`src/design/kwmh_pkg.sv`:
```
`timescale 1ns / 1ps

package kwmh_pkg;

  localparam int CAPACITY  = 64;
  localparam int KEY_BYTES = 8;

  localparam int KEY_W   = 64;
  localparam int SRC_W   = 6;
  localparam int ACT_W   = 2;
  localparam int ERR_W   = 2;
  localparam int IDX_W   = $clog2(CAPACITY);
  localparam int CNT_W   = $clog2(CAPACITY + 1);
  localparam int CIDX_W  = IDX_W + 2;

  localparam int IN_W        = ACT_W + KEY_W + SRC_W;
  localparam int IN_TDATA_W  = ((IN_W + 7) / 8) * 8;
  localparam int OUT_W       = KEY_W + SRC_W + 1 + 1 + CNT_W + ERR_W;
  localparam int OUT_TDATA_W = ((OUT_W + 7) / 8) * 8;

  // only the low KEY_BYTES bytes of a key take part
  localparam logic [KEY_W-1:0] KEY_MASK = {KEY_W{1'b1}} >> (KEY_W - 8 * KEY_BYTES);

  typedef enum logic [ACT_W-1:0] {
    ACT_PUSH     = 2'd0,
    ACT_POP      = 2'd1,
    ACT_POP_PUSH = 2'd2,
    ACT_NONE     = 2'd3
  } action_e;

  typedef enum logic [ERR_W-1:0] {
    ERR_NONE  = 2'd0,
    ERR_FULL  = 2'd1,
    ERR_EMPTY = 2'd2
  } error_e;

  typedef enum logic [3:0] {
    ST_IDLE,
    ST_DECODE,
    ST_TOP_DATA,
    ST_SD_RD,
    ST_SD_CMP,
    ST_PUSH,
    ST_SU_RD,
    ST_SU_CMP,
    ST_RESP
  } state_e;

  typedef struct packed {
    logic [KEY_W-1:0] key;
    logic [SRC_W-1:0] src;
  } entry_t;

  typedef struct packed {
    logic accept;
    logic top_rd;
    logic top_take;
    logic sd_rd;
    logic sd_step;
    logic push_init;
    logic su_rd;
    logic su_step;
    logic su_place;
    logic err_full;
    logic err_empty;
    logic load_out;
  } cmd_t;

  typedef struct packed {
    action_e act;
    logic    empty;
    logic    full;
    logic    sd_swap;
    logic    su_swap;
    logic    at_root;
  } status_t;

endpackage

```
`src/design/kwmh_ctrl.sv`:
```
`timescale 1ns / 1ps

module kwmh_ctrl (
  input  logic              clk_i,
  input  logic              rst_ni,
  input  logic              s_valid_i,
  output logic              s_ready_o,
  input  logic              m_ready_i,
  output logic              m_valid_o,
  input  kwmh_pkg::status_t status_i,
  output kwmh_pkg::cmd_t    cmd_o
);

  kwmh_pkg::state_e state_q, state_d;
  logic             m_valid_q, m_valid_d;
  logic             out_free;

  assign out_free  = !m_valid_q || m_ready_i;
  assign m_valid_o = m_valid_q;
  assign s_ready_o = (state_q == kwmh_pkg::ST_IDLE);

  // next state
  always_comb begin
    state_d = state_q;
    unique case (state_q)
      kwmh_pkg::ST_IDLE: begin
        if (s_valid_i) state_d = kwmh_pkg::ST_DECODE;
      end
      kwmh_pkg::ST_DECODE: begin
        unique case (status_i.act)
          kwmh_pkg::ACT_PUSH: begin
            state_d = status_i.full ? kwmh_pkg::ST_RESP : kwmh_pkg::ST_PUSH;
          end
          kwmh_pkg::ACT_POP, kwmh_pkg::ACT_POP_PUSH: begin
            state_d = status_i.empty ? kwmh_pkg::ST_RESP : kwmh_pkg::ST_TOP_DATA;
          end
          kwmh_pkg::ACT_NONE: state_d = kwmh_pkg::ST_RESP;
          default:            state_d = kwmh_pkg::ST_RESP;
        endcase
      end
      kwmh_pkg::ST_TOP_DATA: state_d = kwmh_pkg::ST_SD_RD;
      kwmh_pkg::ST_SD_RD:    state_d = kwmh_pkg::ST_SD_CMP;
      kwmh_pkg::ST_SD_CMP: begin
        priority if (status_i.sd_swap) begin
          state_d = kwmh_pkg::ST_SD_RD;
        end else if (status_i.act == kwmh_pkg::ACT_POP_PUSH) begin
          state_d = kwmh_pkg::ST_PUSH;
        end else begin
          state_d = kwmh_pkg::ST_RESP;
        end
      end
      kwmh_pkg::ST_PUSH: state_d = kwmh_pkg::ST_SU_RD;
      kwmh_pkg::ST_SU_RD: begin
        state_d = status_i.at_root ? kwmh_pkg::ST_RESP : kwmh_pkg::ST_SU_CMP;
      end
      kwmh_pkg::ST_SU_CMP: begin
        state_d = status_i.su_swap ? kwmh_pkg::ST_SU_RD : kwmh_pkg::ST_RESP;
      end
      kwmh_pkg::ST_RESP: begin
        if (out_free) state_d = kwmh_pkg::ST_IDLE;
      end
      default: state_d = kwmh_pkg::ST_IDLE;
    endcase
  end

  // commands
  always_comb begin
    cmd_o = '0;
    unique case (state_q)
      kwmh_pkg::ST_IDLE: cmd_o.accept = s_valid_i;
      kwmh_pkg::ST_DECODE: begin
        unique case (status_i.act)
          kwmh_pkg::ACT_PUSH: cmd_o.err_full = status_i.full;
          kwmh_pkg::ACT_POP, kwmh_pkg::ACT_POP_PUSH: begin
            cmd_o.err_empty = status_i.empty;
            cmd_o.top_rd    = !status_i.empty;
          end
          kwmh_pkg::ACT_NONE: cmd_o = '0;
          default:            cmd_o = '0;
        endcase
      end
      kwmh_pkg::ST_TOP_DATA: cmd_o.top_take  = 1'b1;
      kwmh_pkg::ST_SD_RD:    cmd_o.sd_rd     = 1'b1;
      kwmh_pkg::ST_SD_CMP:   cmd_o.sd_step   = 1'b1;
      kwmh_pkg::ST_PUSH:     cmd_o.push_init = 1'b1;
      kwmh_pkg::ST_SU_RD: begin
        cmd_o.su_place = status_i.at_root;
        cmd_o.su_rd    = !status_i.at_root;
      end
      kwmh_pkg::ST_SU_CMP: cmd_o.su_step  = 1'b1;
      kwmh_pkg::ST_RESP:   cmd_o.load_out = out_free;
      default:             cmd_o = '0;
    endcase
  end

  always_comb begin
    m_valid_d = m_valid_q;
    priority if (cmd_o.load_out) begin
      m_valid_d = 1'b1;
    end else if (m_ready_i) begin
      m_valid_d = 1'b0;
    end
  end

  always_ff @(posedge clk_i or negedge rst_ni) begin
    if (!rst_ni) begin
      state_q   <= kwmh_pkg::ST_IDLE;
      m_valid_q <= 1'b0;
    end else begin
      state_q   <= state_d;
      m_valid_q <= m_valid_d;
    end
  end

endmodule

```
`config.mk`:
```
export PLATFORM = sky130hd
export DESIGN_NAME = kwmh_ctrl
export DESIGN_NICKNAME = d
export VERILOG_FILES = /design/src/design/kwmh_pkg.sv /design/src/design/kwmh_ctrl.sv
export SDC_FILE = /design/constraint.sdc
export NUM_CORES = 1
export LEC_CHECK = 0
export ABC_AREA = 1
export BUFFER_PORTS_ARGS = -buffer_cell sky130_fd_sc_hd__buf_4
export CAP_MARGIN = 20
export CORE_MARGIN = 3
export CORE_UTILIZATION = 40
export CTS_BUF_LIST = sky130_fd_sc_hd__clkbuf_4
export DETAILED_ROUTE_END_ITERATION = 10
export HOLD_SLACK_MARGIN = 0.1
export PLACE_DENSITY_LB_ADDON = 0.2
export REMOVE_ABC_BUFFERS = 1
export SLEW_MARGIN = 20
export SYNTH_ARGS = -nofsm -noshare
export SYNTH_HDL_FRONTEND = slang
export SYNTH_SLANG_ARGS = --single-unit
```
`constraint.sdc`:
```
create_clock -name clk_i -period 1.1 [get_ports clk_i]
set_input_delay 0.22 -clock clk_i [delete_from_list [all_inputs] [get_ports clk_i]]
set_output_delay 0.22 -clock clk_i [all_outputs]
set_load 0.02 [all_outputs]
```
==> results by group, run 1 <==
Layout
  – Post-Layout Cell Count: 142
  – Fin nets: 144
  – Seq. cell area: 129 um2
  – Diode count: 0
  – Final core utilization: 81.1%
  – Post-route cell area: 950 um2
  – Filler Cell Count: 78
  – Share of cells above drive strength 1: 50.8%
  – Multi-input combinational cell area: 385 um2
  – Synthesis-to-layout area growth: 81.1%

Yosys
  – Post-synth cell types: 15
  – Yosys top cell by area: dfrtp_1
  – Register area share after synthesis: 23.9%
  – Synth cell count leaders: nand2_1, inv_1, nor2_1
  – Syn. warnings: 0
  – Syn Inst Count: 90
  – EDFF count, synth: 0
  – Synthesized area: 524 um2
  – Count leader, synth: nand2_1
  – Flop and latch count out of synthesis: 5
  – Share of the synthesized area in the top cell type: 23.9%
  – Syn avg cell area: 5.83 um2
  – Post-synth top flop: dfrtp_1
  – Leading post-synthesis cells by cell area: dfrtp_1, nand2_1, inv_1
  – Share of flip-flops with an asynchronous set or reset after synthesis: 100%

STA
  – Period utilization: 132%
  – Clock period minus worst slack: 1.45 ns
  – Fin. max-slew vios: 0
  – Setup tns final: -4.52 ns
  – Measured slew at the worst slew-check pin: 0.205 ns
  – Final hold viol count: 0
  – Final Skew: 0.00466 ns
  – Worst slew margin: 86.3%
  – Fmax: 689 MHz
  – RSZ-0062 raised after global routing: yes
  – Final WS setup: -0.350 ns
  – Final setup vio count: 17

Die
  – Initial Util: 44.8%
  – # IOs: 25
  – Core Area: 1170 um2
  – Die area: 1780 um2
  – Num rows: 12
  – Die Ht: 42.2 um
  – Die width: 42.2 um

Routing
  – Initial DRC Count: 8
  – DR DRC count: 0
  – Routed Antenna Nets: 0
  – Vias per inst: 4.51
  – Post-detailed-route wirelength per cell: 10.1 um
  – Via count: 640
  – Post-Route WL: 1.43 mm
  – First-pass iteration count of the detailed router: 4

Critical path
  – Critical Path AT: 1.23 ns
  – Reg2reg path depth: 8
  – Crit path largest cell delay: 0.43 ns
  – Crit path cell chain: nor2_4 -> and3_4 -> buf_6
  – Worst path slowest cell: dfrtp_2
  – Cell family with most CP delay: simple AND/OR/NAND/NOR gates
  – Largest fanout on the critical path: 6
  – Setup crit end kind: primary output
  – CP Depth: 3
  – Worst Setup Start Kind: register
  – Worst path buffer plus inverter count: 1
  – Critical setup path kind: register to primary output
  – Worst EP required: 0.88 ns

Global route
  – First-pass GRT wire length: 2.38 mm
  – GRT Util Overall: 17.1%
  – Pin count of the biggest net entering global routing: 7
  – Grt ovf: 0
  – Initial antenna violation count: 0
  – Vias in the first global route: 612

CTS
  – CTS max path bufs: 2
  – CTS tree: built
  – Worst-Skew Late Latency: 0.24 ns
  – CTS Buf Count: 3
  – Clk sink count: 5
  – CTS root buf: clkbuf_4
  – H-tree levels: 1
  – Clk pin slew, worst setup/hold paths: 0.04 ns

Placement
  – Placed Area: 774 um2
  – Inst Count DP: 135
  – Port Buf Inserts: 24
  – Routability cong.: 0.802
  – DP Worst Slack: -0.169 ns
  – Post-DP HPWL: 1.09 mm

Pwr
  – P_sw: 0.00104 W
  – Sequential share of power: 18.3%
  – Maximum vdd drop: 1.84 mV
  – Clk pwr share: 11.0%
  – Power per Cell Area: 2270 nW/um2
  – Combinational Power Share: 70.8%
  – Pint: 0.00111 W
  – Lkg Pwr: 0.552 nW
  – Sw Share: 48.5%

Status
  – Failing checks: negative setup slack
  – Status: finished with violations

Flow run
  – MaxCap Viol Count: 0

Worst hold path
  – Hold depth: 2
  – Worst min path class: input pin to register
-- cells in the final DEF (no fill, tap or decap) --
cell	instances
buf_4	22
nand2_1	17
inv_1	16
buf_6	12
nor2_1	10
nor2_2	7
nand3_1	6
nand2_2	5
nor2_4	5
ha_1	4
clkbuf_4	4
inv_2	3
o21ai_0	3
dfrtp_2	3
nand2_4	2
dfrtp_1	2
inv_4	1
and3_4	1
nand3b_1	1
nand4_1	1
a21oi_1	1
o21ai_1	1
dlygate4sd3_1	1
-- flip-flops by register name, indices dropped and copies added, names as in the netlist --
register	flops
state_q	4
m_valid_o	1
-- metrics by stage --
step,hold slack [ns],total power [W]
floorplan,-0.0756,0.00106
global placement,0.0226,0.00151
detailed placement,0.0233,0.00153
CTS,0.182,0.00211
global route,0.199,0.00231
finish,0.186,0.00215
-- power groups by stage --
stage / combinational [W] / sequential [W] / clock [W]
2_1_floorplan: 0.000686 / 0.000370 / 0
5_1_grt: 0.00164 / 0.000407 / 0.000261
4_1_cts: 0.00149 / 0.000376 / 0.000247
3_5_place_dp: 0.00119 / 0.000346 / 0
3_3_place_gp: 0.00117 / 0.000343 / 0
6_report: 0.00152 / 0.000394 / 0.000236
-- repair_timing --
action / 4_1_cts / 5_1_grt
setup endpoints to repair: 17 / 17
setup buffers: 3 / 1
hold buffers: 1 / 0
resized for setup: 30 / 12
pin swaps: 9 / 6
endpoints found under the hold margin: 5 / 0
-- layout make-up --
class	instances	area share, %
Clock buffer	4	3.16
Inverter	20	8.17
Multi-Input combinational cell	64	40.6
Sequential cell	5	13.6
Tap cell	14	1.84
Timing Repair Buffer	35	32.7
-- per-layer routing --
layer  vias to the layer above  routed length, um  track usage [%]
met1                       271                632             19.5
li1                        345                  -                -
met5                         -                  0                0
met3                         2                 85             5.58
met2                        22                703             30.4
met4                         0                  6             3.73
-- path summary, 6_finish.rpt --
kind / from / end / slack (ns)
min in group asynchronous: rst_ni / m_valid_o$_DFFE_PN0P_ / 0.31
worst min register to register: m_valid_o$_DFFE_PN0P_ / m_valid_o$_DFFE_PN0P_ / 0.55
worst max register to register: state_q[2]$_DFFE_PN0P_ / state_q[0]$_DFFE_PN0P_ / -0.16
worst max-delay path: state_q[2]$_DFFE_PN0P_ / cmd_o[9] / -0.35
max in group asynchronous: rst_ni / state_q[3]$_DFFE_PN0P_ / 0.67
worst min-delay path: m_ready_i / m_valid_o$_DFFE_PN0P_ / 0.19
-- logic make-up (layout without fill, tap and decap cells) --
group / Yosys count / in the layout / share of synthesized area [%]
fa+ha+maj: 4 / 4 / 9.55
flops: 5 / 5 / 23.9
simple gates: 55 / 55 / 46.1
buf+inv: 21 / 59 / 15.8
compound gates: 5 / 5 / 4.77
No activity file was read; power rests on OpenSTA's default activity.
==> inputs of run 2 (changes only) <==
--- a/config.mk
+++ b/config.mk
@@ -8,7 +8,6 @@
 export ABC_AREA = 1
 export BUFFER_PORTS_ARGS = -buffer_cell sky130_fd_sc_hd__buf_4
 export CAP_MARGIN = 20
-export CORE_MARGIN = 3
 export CORE_UTILIZATION = 40
 export CTS_BUF_LIST = sky130_fd_sc_hd__clkbuf_4
 export DETAILED_ROUTE_END_ITERATION = 10
==> run 2 against run 1 <==
Net effect:
- the flow still finishes with violations (negative setup slack)
- non-clock buffer count grew 3
- first-iteration DRC count grew 75%
- sequential share of layout area shrank 0.83 points
- clock skew shrank 0.0019 ns
- via count grew 15%
- clock power grew 10%
- design area grew 7.5%
==> results by group, run 2 (same netlist as run 1, synthesis figures left out) <==
STA
  – Fmax: 659 MHz (-4.4%)
  – RSZ-0062 raised after global routing: yes
  – Final hold viol count: 0 (unchanged)
  – Clock period minus worst slack: 1.52 ns (+0.0667 ns)
  – Measured slew at the worst slew-check pin: 0.193 ns (-0.0123 ns)
  – Final WS setup: -0.417 ns (-0.0667 ns)
  – Fin. max-slew vios: 0 (unchanged)
  – Period utilization: 138% (+6.1 points)
  – Setup tns final: -5.37 ns (-0.842 ns)
  – Final Skew: 0.00279 ns (-0.00188 ns)
  – Final setup vio count: 17 (unchanged)
  – Worst slack on hold paths: 0.185 ns (-0.000928 ns)
  – Worst slew margin: 87.1% (+0.80 points)

CTS
  – Clk pin slew, worst setup/hold paths: 0.05 ns (about the same)
  – CTS root buf: clkbuf_4
  – CTS Buf Count: 3 (unchanged)
  – CTS tree: built
  – H-tree levels: 1 (unchanged)
  – CTS max path bufs: 2 (unchanged)
  – Clk sink count: 5 (unchanged)
  – Worst-Skew Late Latency: 0.26 ns (+0.02 ns)

Global route
  – GRT Util Overall: 26.0% (+8.9 points)
  – First-pass GRT wire length: 2.60 mm (+9.3%)
  – Initial antenna violation count: 0 (unchanged)
  – Grt ovf: 0 (unchanged)
  – Pin count of the biggest net entering global routing: 6 (-1)
  – Vias in the first global route: 645 (+5.4%)

Pwr
  – Maximum vdd drop: 2.11 mV (+15%)
  – Power per Cell Area: 2420 nW/um2 (+6.7%)
  – Total Power: 0.00247 W (+15%)
  – Lkg Pwr: 0.589 nW (+6.8%)

Status
  – Failing checks: negative setup slack
  – Status: finished with violations

Layout
  – Fin nets: 147 (+2.1%)
  – Share of cells above drive strength 1: 55.0% (+4.2 points)
  – Commonest non-fill, non-tap cell in the layout: buf_4
  – Synthesis-to-layout area growth: 94.7%
  – Filler Cell Count: 72 (-7.7%)
  – Commonest cells after routing, fill and taps aside: buf_4, nand2_1, inv_1
  – Post-route cell area: 1020 um2 (+7.5%)
  – Reg with most FFs: state_q
  – Diode count: 0 (unchanged)
  – Max FFs per register: 4 (unchanged)

Placement
  – Routability cong.: 0.858 (+7.1%)
  – Placed Area: 767 um2 (-0.97%)
  – Post-DP HPWL: 1.17 mm (+7.5%)
  – Port Buf Inserts: 24 (unchanged)
  – DP Worst Slack: -0.152 ns (+0.0170 ns)

Critical path
  – Setup crit end kind: primary output
  – Critical setup path kind: register to primary output
  – Largest fanout on the critical path: 4 (-2)
  – Critical Path AT: 1.30 ns (+0.07 ns)
  – Worst EP required: 0.88 ns (about the same)
  – Worst Setup Start Kind: register

Worst hold path
  – Worst min path class: input pin to register

Routing
  – Vias per inst: 5.06 (+12%)
  – Initial DRC Count: 14 (+6)
  – First-pass iteration count of the detailed router: 4 (unchanged)
  – Post-Route WL: 2.14 mm (+50%)
  – Via count: 734 (+15%)
  – Post-detailed-route wirelength per cell: 14.7 um (+46%)
  – Routed Antenna Nets: 0 (unchanged)
  – DR DRC count: 0 (unchanged)

Flow run
  – MaxCap Viol Count: 0 (unchanged)

Die
  – Initial Util: 45.3% (+0.58 points)
  – Die width: 38.2 um (-9.5%)
  – Num rows: 12 (unchanged)
  – Core Area: 1160 um2 (-1.3%)
  – # IOs: 25 (unchanged)
  – Die Ht: 38.2 um (-9.5%)
  – Die area: 1460 um2 (-18%)
-- run 2: cell types whose count changed in the layout (fill, tap and decap cells not counted), moves of 4 or more --
cell and change:
buf_4 +4, nand2_2 -4, nor2_2 -5, nand2_4 +4
-- run 2: area by class of cell --
class,instances,area [um2],area share (%)
multi-input cells,64,434,42.5
repair buffers,38,329,32.2
flip-flops and latches,5,130,12.7
inverters,20,80.1,7.84
clock buffers,4,30.0,2.94
well taps,14,17.5,1.72
-- run 2: worst max-delay path, stage by stage, from the launching register on --
cell	delay [ns]
dfrtp_2	0.44
inv_2	0.09
nor2_4	0.16
nand2_4	0.09
nor2_1	0.10
buf_4	0.15
-- run 2: metrics by stage --
step           cells  util (%)
6_report         145      88.3
5_1_grt          145      88.3
4_1_cts          143      77.7
3_5_place_dp     134      66.3
3_3_place_gp     134      66.3
2_1_floorplan     89         -
-- run 2: path summary, 6_finish.rpt --
| kind | start | to | slack (ns) | depth (start not counted) |
|---|---|---|---|---|
| hold / removal | m_ready_i | m_valid_o$_DFFE_PN0P_ | 0.18 | 2 |
| hold reg to reg | m_valid_o$_DFFE_PN0P_ | m_valid_o$_DFFE_PN0P_ | 0.61 | 2 |
| setup / recovery | state_q[0]$_DFFE_PN0P_ | cmd_o[1] | -0.42 | 5 |
| min in group asynchronous | rst_ni | state_q[2]$_DFFE_PN0P_ | 0.31 | 2 |
| max in group asynchronous | rst_ni | state_q[1]$_DFFE_PN0P_ | 0.66 | 2 |
| setup reg to reg | state_q[3]$_DFFE_PN0P_ | state_q[0]$_DFFE_PN0P_ | -0.26 | 7 |
-- run 2: power by group --
group / switching, W / internal [W] / total (W)
registers: 0.000163 / 0.000283 / 0.000446
logic: 0.00102 / 0.000750 / 0.00177
clock network: 0.0000968 / 0.000163 / 0.000260
-- run 2: per-layer routing --
metal	up-vias	global-route usage, %	part of all wire [%]
met5	-	0	0
met4	0	10.7	2.4
met3	7	4.07	5.2
met2	36	49.2	55
met1	340	28.0	37
li1	351	-	-
-- run 2: timing repair --
action / CTS / global route
endpoints found under the hold margin: 5 / 0
gates cloned: 0 / 0
setup buffers: 5 / 3
setup endpoints to repair: 17 / 17
gates resized for setup: 23 / 31
hold buffers: 1 / 0
pin swaps: 12 / 13
==> inputs of run 3 (changes only) <==
==> constraint.sdc (replaced) <==
create_clock -name clk_i -period 1.1 [get_ports clk_i]
set_input_delay 0.11 -clock clk_i [delete_from_list [all_inputs] [get_ports clk_i]]
set_output_delay 0.11 -clock clk_i [all_outputs]
set_load 0.02 [all_outputs]
==> run 3 against run 2 <==
Net effect:
- the run still ends with negative setup slack left
- combinational power hardly changed
- non-clock buffer count stayed put
- register-to-register slack hardly changed
- count of clock-buffer cells in the layout stayed put
- design area is 2.5% higher
- cell count stayed put
- fmax is 5.3% higher
- sequential power is 6.3% lower
- flip-flop and latch count stayed put
- critical path type unchanged
- critical endpoint is now cmd_o[5]
- largest cell class unchanged
==> results by group, run 3 (same netlist as run 1, synthesis figures left out) <==
Status
  – Status: finished with violations
  – Failing checks: negative setup slack

STA
  – Clock period minus worst slack: 1.44 ns (-0.0766 ns)
  – Final setup vio count: 17 (unchanged)
  – Final WS setup: -0.341 ns (+0.0766 ns)
  – Final hold viol count: 0 (unchanged)
  – Setup tns final: -4.56 ns (+0.805 ns)
  – Period utilization: 131% (-7.0 points)
  – Measured slew at the worst slew-check pin: 0.221 ns (+0.0289 ns)
  – Fmax: 694 MHz (+5.3%)
  – Worst slew margin: 85.1% (-2.0 points)
  – Final Skew: 0.00737 ns (+0.00459 ns)
  – RSZ-0062 raised after global routing: yes
  – Fin. max-slew vios: 0 (unchanged)
  – Worst slack on hold paths: 0.145 ns (-0.0398 ns)

CTS
  – CTS root buf: clkbuf_4
  – Worst-Skew Late Latency: 0.26 ns (about the same)
  – CTS tree: built
  – CTS max path bufs: 2 (unchanged)
  – Clk pin slew, worst setup/hold paths: 0.05 ns (about the same)
  – H-tree levels: 1 (unchanged)
  – Clk sink count: 5 (unchanged)
  – CTS Buf Count: 3 (unchanged)

Global route
  – Vias in the first global route: 632 (-2.0%)
  – Pin count of the biggest net entering global routing: 7 (+1)
  – GRT Util Overall: 25.8% (-0.25 points)
  – Initial antenna violation count: 0 (unchanged)
  – First-pass GRT wire length: 2.48 mm (-4.5%)
  – Grt ovf: 0 (unchanged)

Die
  – Die area: 1460 um2 (unchanged)
  – Initial Util: 45.3% (unchanged)
  – Core Area: 1160 um2 (unchanged)
  – # IOs: 25 (unchanged)
  – Die width: 38.2 um (unchanged)
  – Die Ht: 38.2 um (unchanged)
  – Num rows: 12 (unchanged)

Layout
  – Max FFs per register: 4 (unchanged)
  – Final core utilization: 90.5% (+2.2 points)
  – Post-Layout Cell Count: 145 (unchanged)
  – Reg with most FFs: state_q
  – Commonest cells after routing, fill and taps aside: buf_4, buf_6, nand2_1
  – Diode count: 0 (unchanged)
  – Share of cells above drive strength 1: 58.0% (+3.1 points)
  – Commonest non-fill, non-tap cell in the layout: buf_4
  – Synthesis-to-layout area growth: 99.5%
  – Fin nets: 147 (unchanged)

Critical path
  – Critical Path AT: 1.33 ns (+0.03 ns)
  – Largest fanout on the critical path: 4 (unchanged)
  – Worst EP required: 0.99 ns (+0.11 ns)
  – Worst Setup SP: state_q[1]$_DFFE_PN0P_
  – Setup crit end kind: primary output
  – Critical setup path kind: register to primary output
  – Worst flop-to-flop path startpoint: state_q[0]$_DFFE_PN0P_
  – Worst Setup Start Kind: register

Routing
  – DR DRC count: 0 (unchanged)
  – Routed Antenna Nets: 0 (unchanged)
  – Post-Route WL: 2.11 mm (-1.1%)
  – Post-detailed-route wirelength per cell: 14.6 um (-1.1%)
  – First-pass iteration count of the detailed router: 4 (unchanged)
  – Vias per inst: 5.18 (+2.3%)
  – Initial DRC Count: 21 (+7)
  – Via count: 751 (+2.3%)

Worst hold path
  – Hold_sp: s_valid_i
  – Worst min path class: input pin to register

Placement
  – Port Buf Inserts: 24 (unchanged)
  – Routability cong.: 0.888 (+3.5%)
  – Inst Count DP: 130 (-3.0%)
  – DP Worst Slack: -0.0798 ns (+0.0717 ns)
  – Post-DP HPWL: 1.08 mm (-7.1%)

Flow run
  – MaxCap Viol Count: 0 (unchanged)

Pwr
  – Power per Cell Area: 2380 nW/um2 (-1.7%)
  – Maximum vdd drop: 1.81 mV (-14%)
  – Lkg Pwr: 0.578 nW (-1.9%)
## run 3: report_power, final
group | switching [W] | internal, W | leakage, nW
combinational | 0.00105 | 0.000758 | 0.498
clock | 0.000103 | 0.000163 | 0.0184
sequential | 0.000137 | 0.000281 | 0.0615
total | 0.00129 | 0.00120 | 0.578
## run 3: layout make-up
cell class / count / area (um2)
Clock buffer: 4 / 30.0
Sequential cell: 5 / 129
Multi-Input combinational cell: 64 / 438
Tap cell: 14 / 17.5
Inverter: 20 / 77.6
Timing Repair Buffer: 38 / 354
Fill cell: 60 / 110
## run 3: what timing repair did
action	4_1_cts	5_1_grt
cloned	0	0
hold endpoints to repair	6	0
setup buffers	7	2
endpoints found under the setup margin	17	17
gates resized for setup	30	32
hold buffers	2	0
pin swaps	7	5
## run 3: stage by stage
| stage | area [um2] | total power (W) |
|---|---|---|
| final | 1050 | 0.00249 |
| after global routing | 1050 | 0.00262 |
| after CTS | 928 | 0.00209 |
| after detailed placement | 737 | 0.00150 |
| after global placement | 737 | 0.00148 |
| after floorplan | 517 | 0.00106 |
## run 3: final timing paths
kind / end / cells past startpoint / slack (ns)
worst max-delay path: cmd_o[5] / 6 / -0.34
max in group asynchronous: state_q[3]$_DFFE_PN0P_ / 2 / 0.77
worst max register to register: state_q[2]$_DFFE_PN0P_ / 9 / -0.27
worst min-delay path: state_q[0]$_DFFE_PN0P_ / 3 / 0.14
worst min register to register: m_valid_o$_DFFE_PN0P_ / 2 / 0.60
min in group asynchronous: state_q[1]$_DFFE_PN0P_ / 2 / 0.20
## run 3: per-layer routing
| metal | track usage, % | up-vias | wire (um) |
|---|---|---|---|
| li1 | - | 351 | - |
| met1 | 24.0 | 350 | 765 |
| met2 | 52.1 | 46 | 1200 |
| met3 | 6.98 | 4 | 116 |
| met4 | 8.04 | 0 | 27 |
| met5 | 0 | - | 0 |
## run 3: worst max-delay path, cell delays in order, from the launching register on
cell      delay [ns]
dfrtp_1         0.42
buf_6           0.15
inv_2           0.06
nor2_4          0.09
nand3b_1        0.12
inv_1           0.11
buf_6           0.12
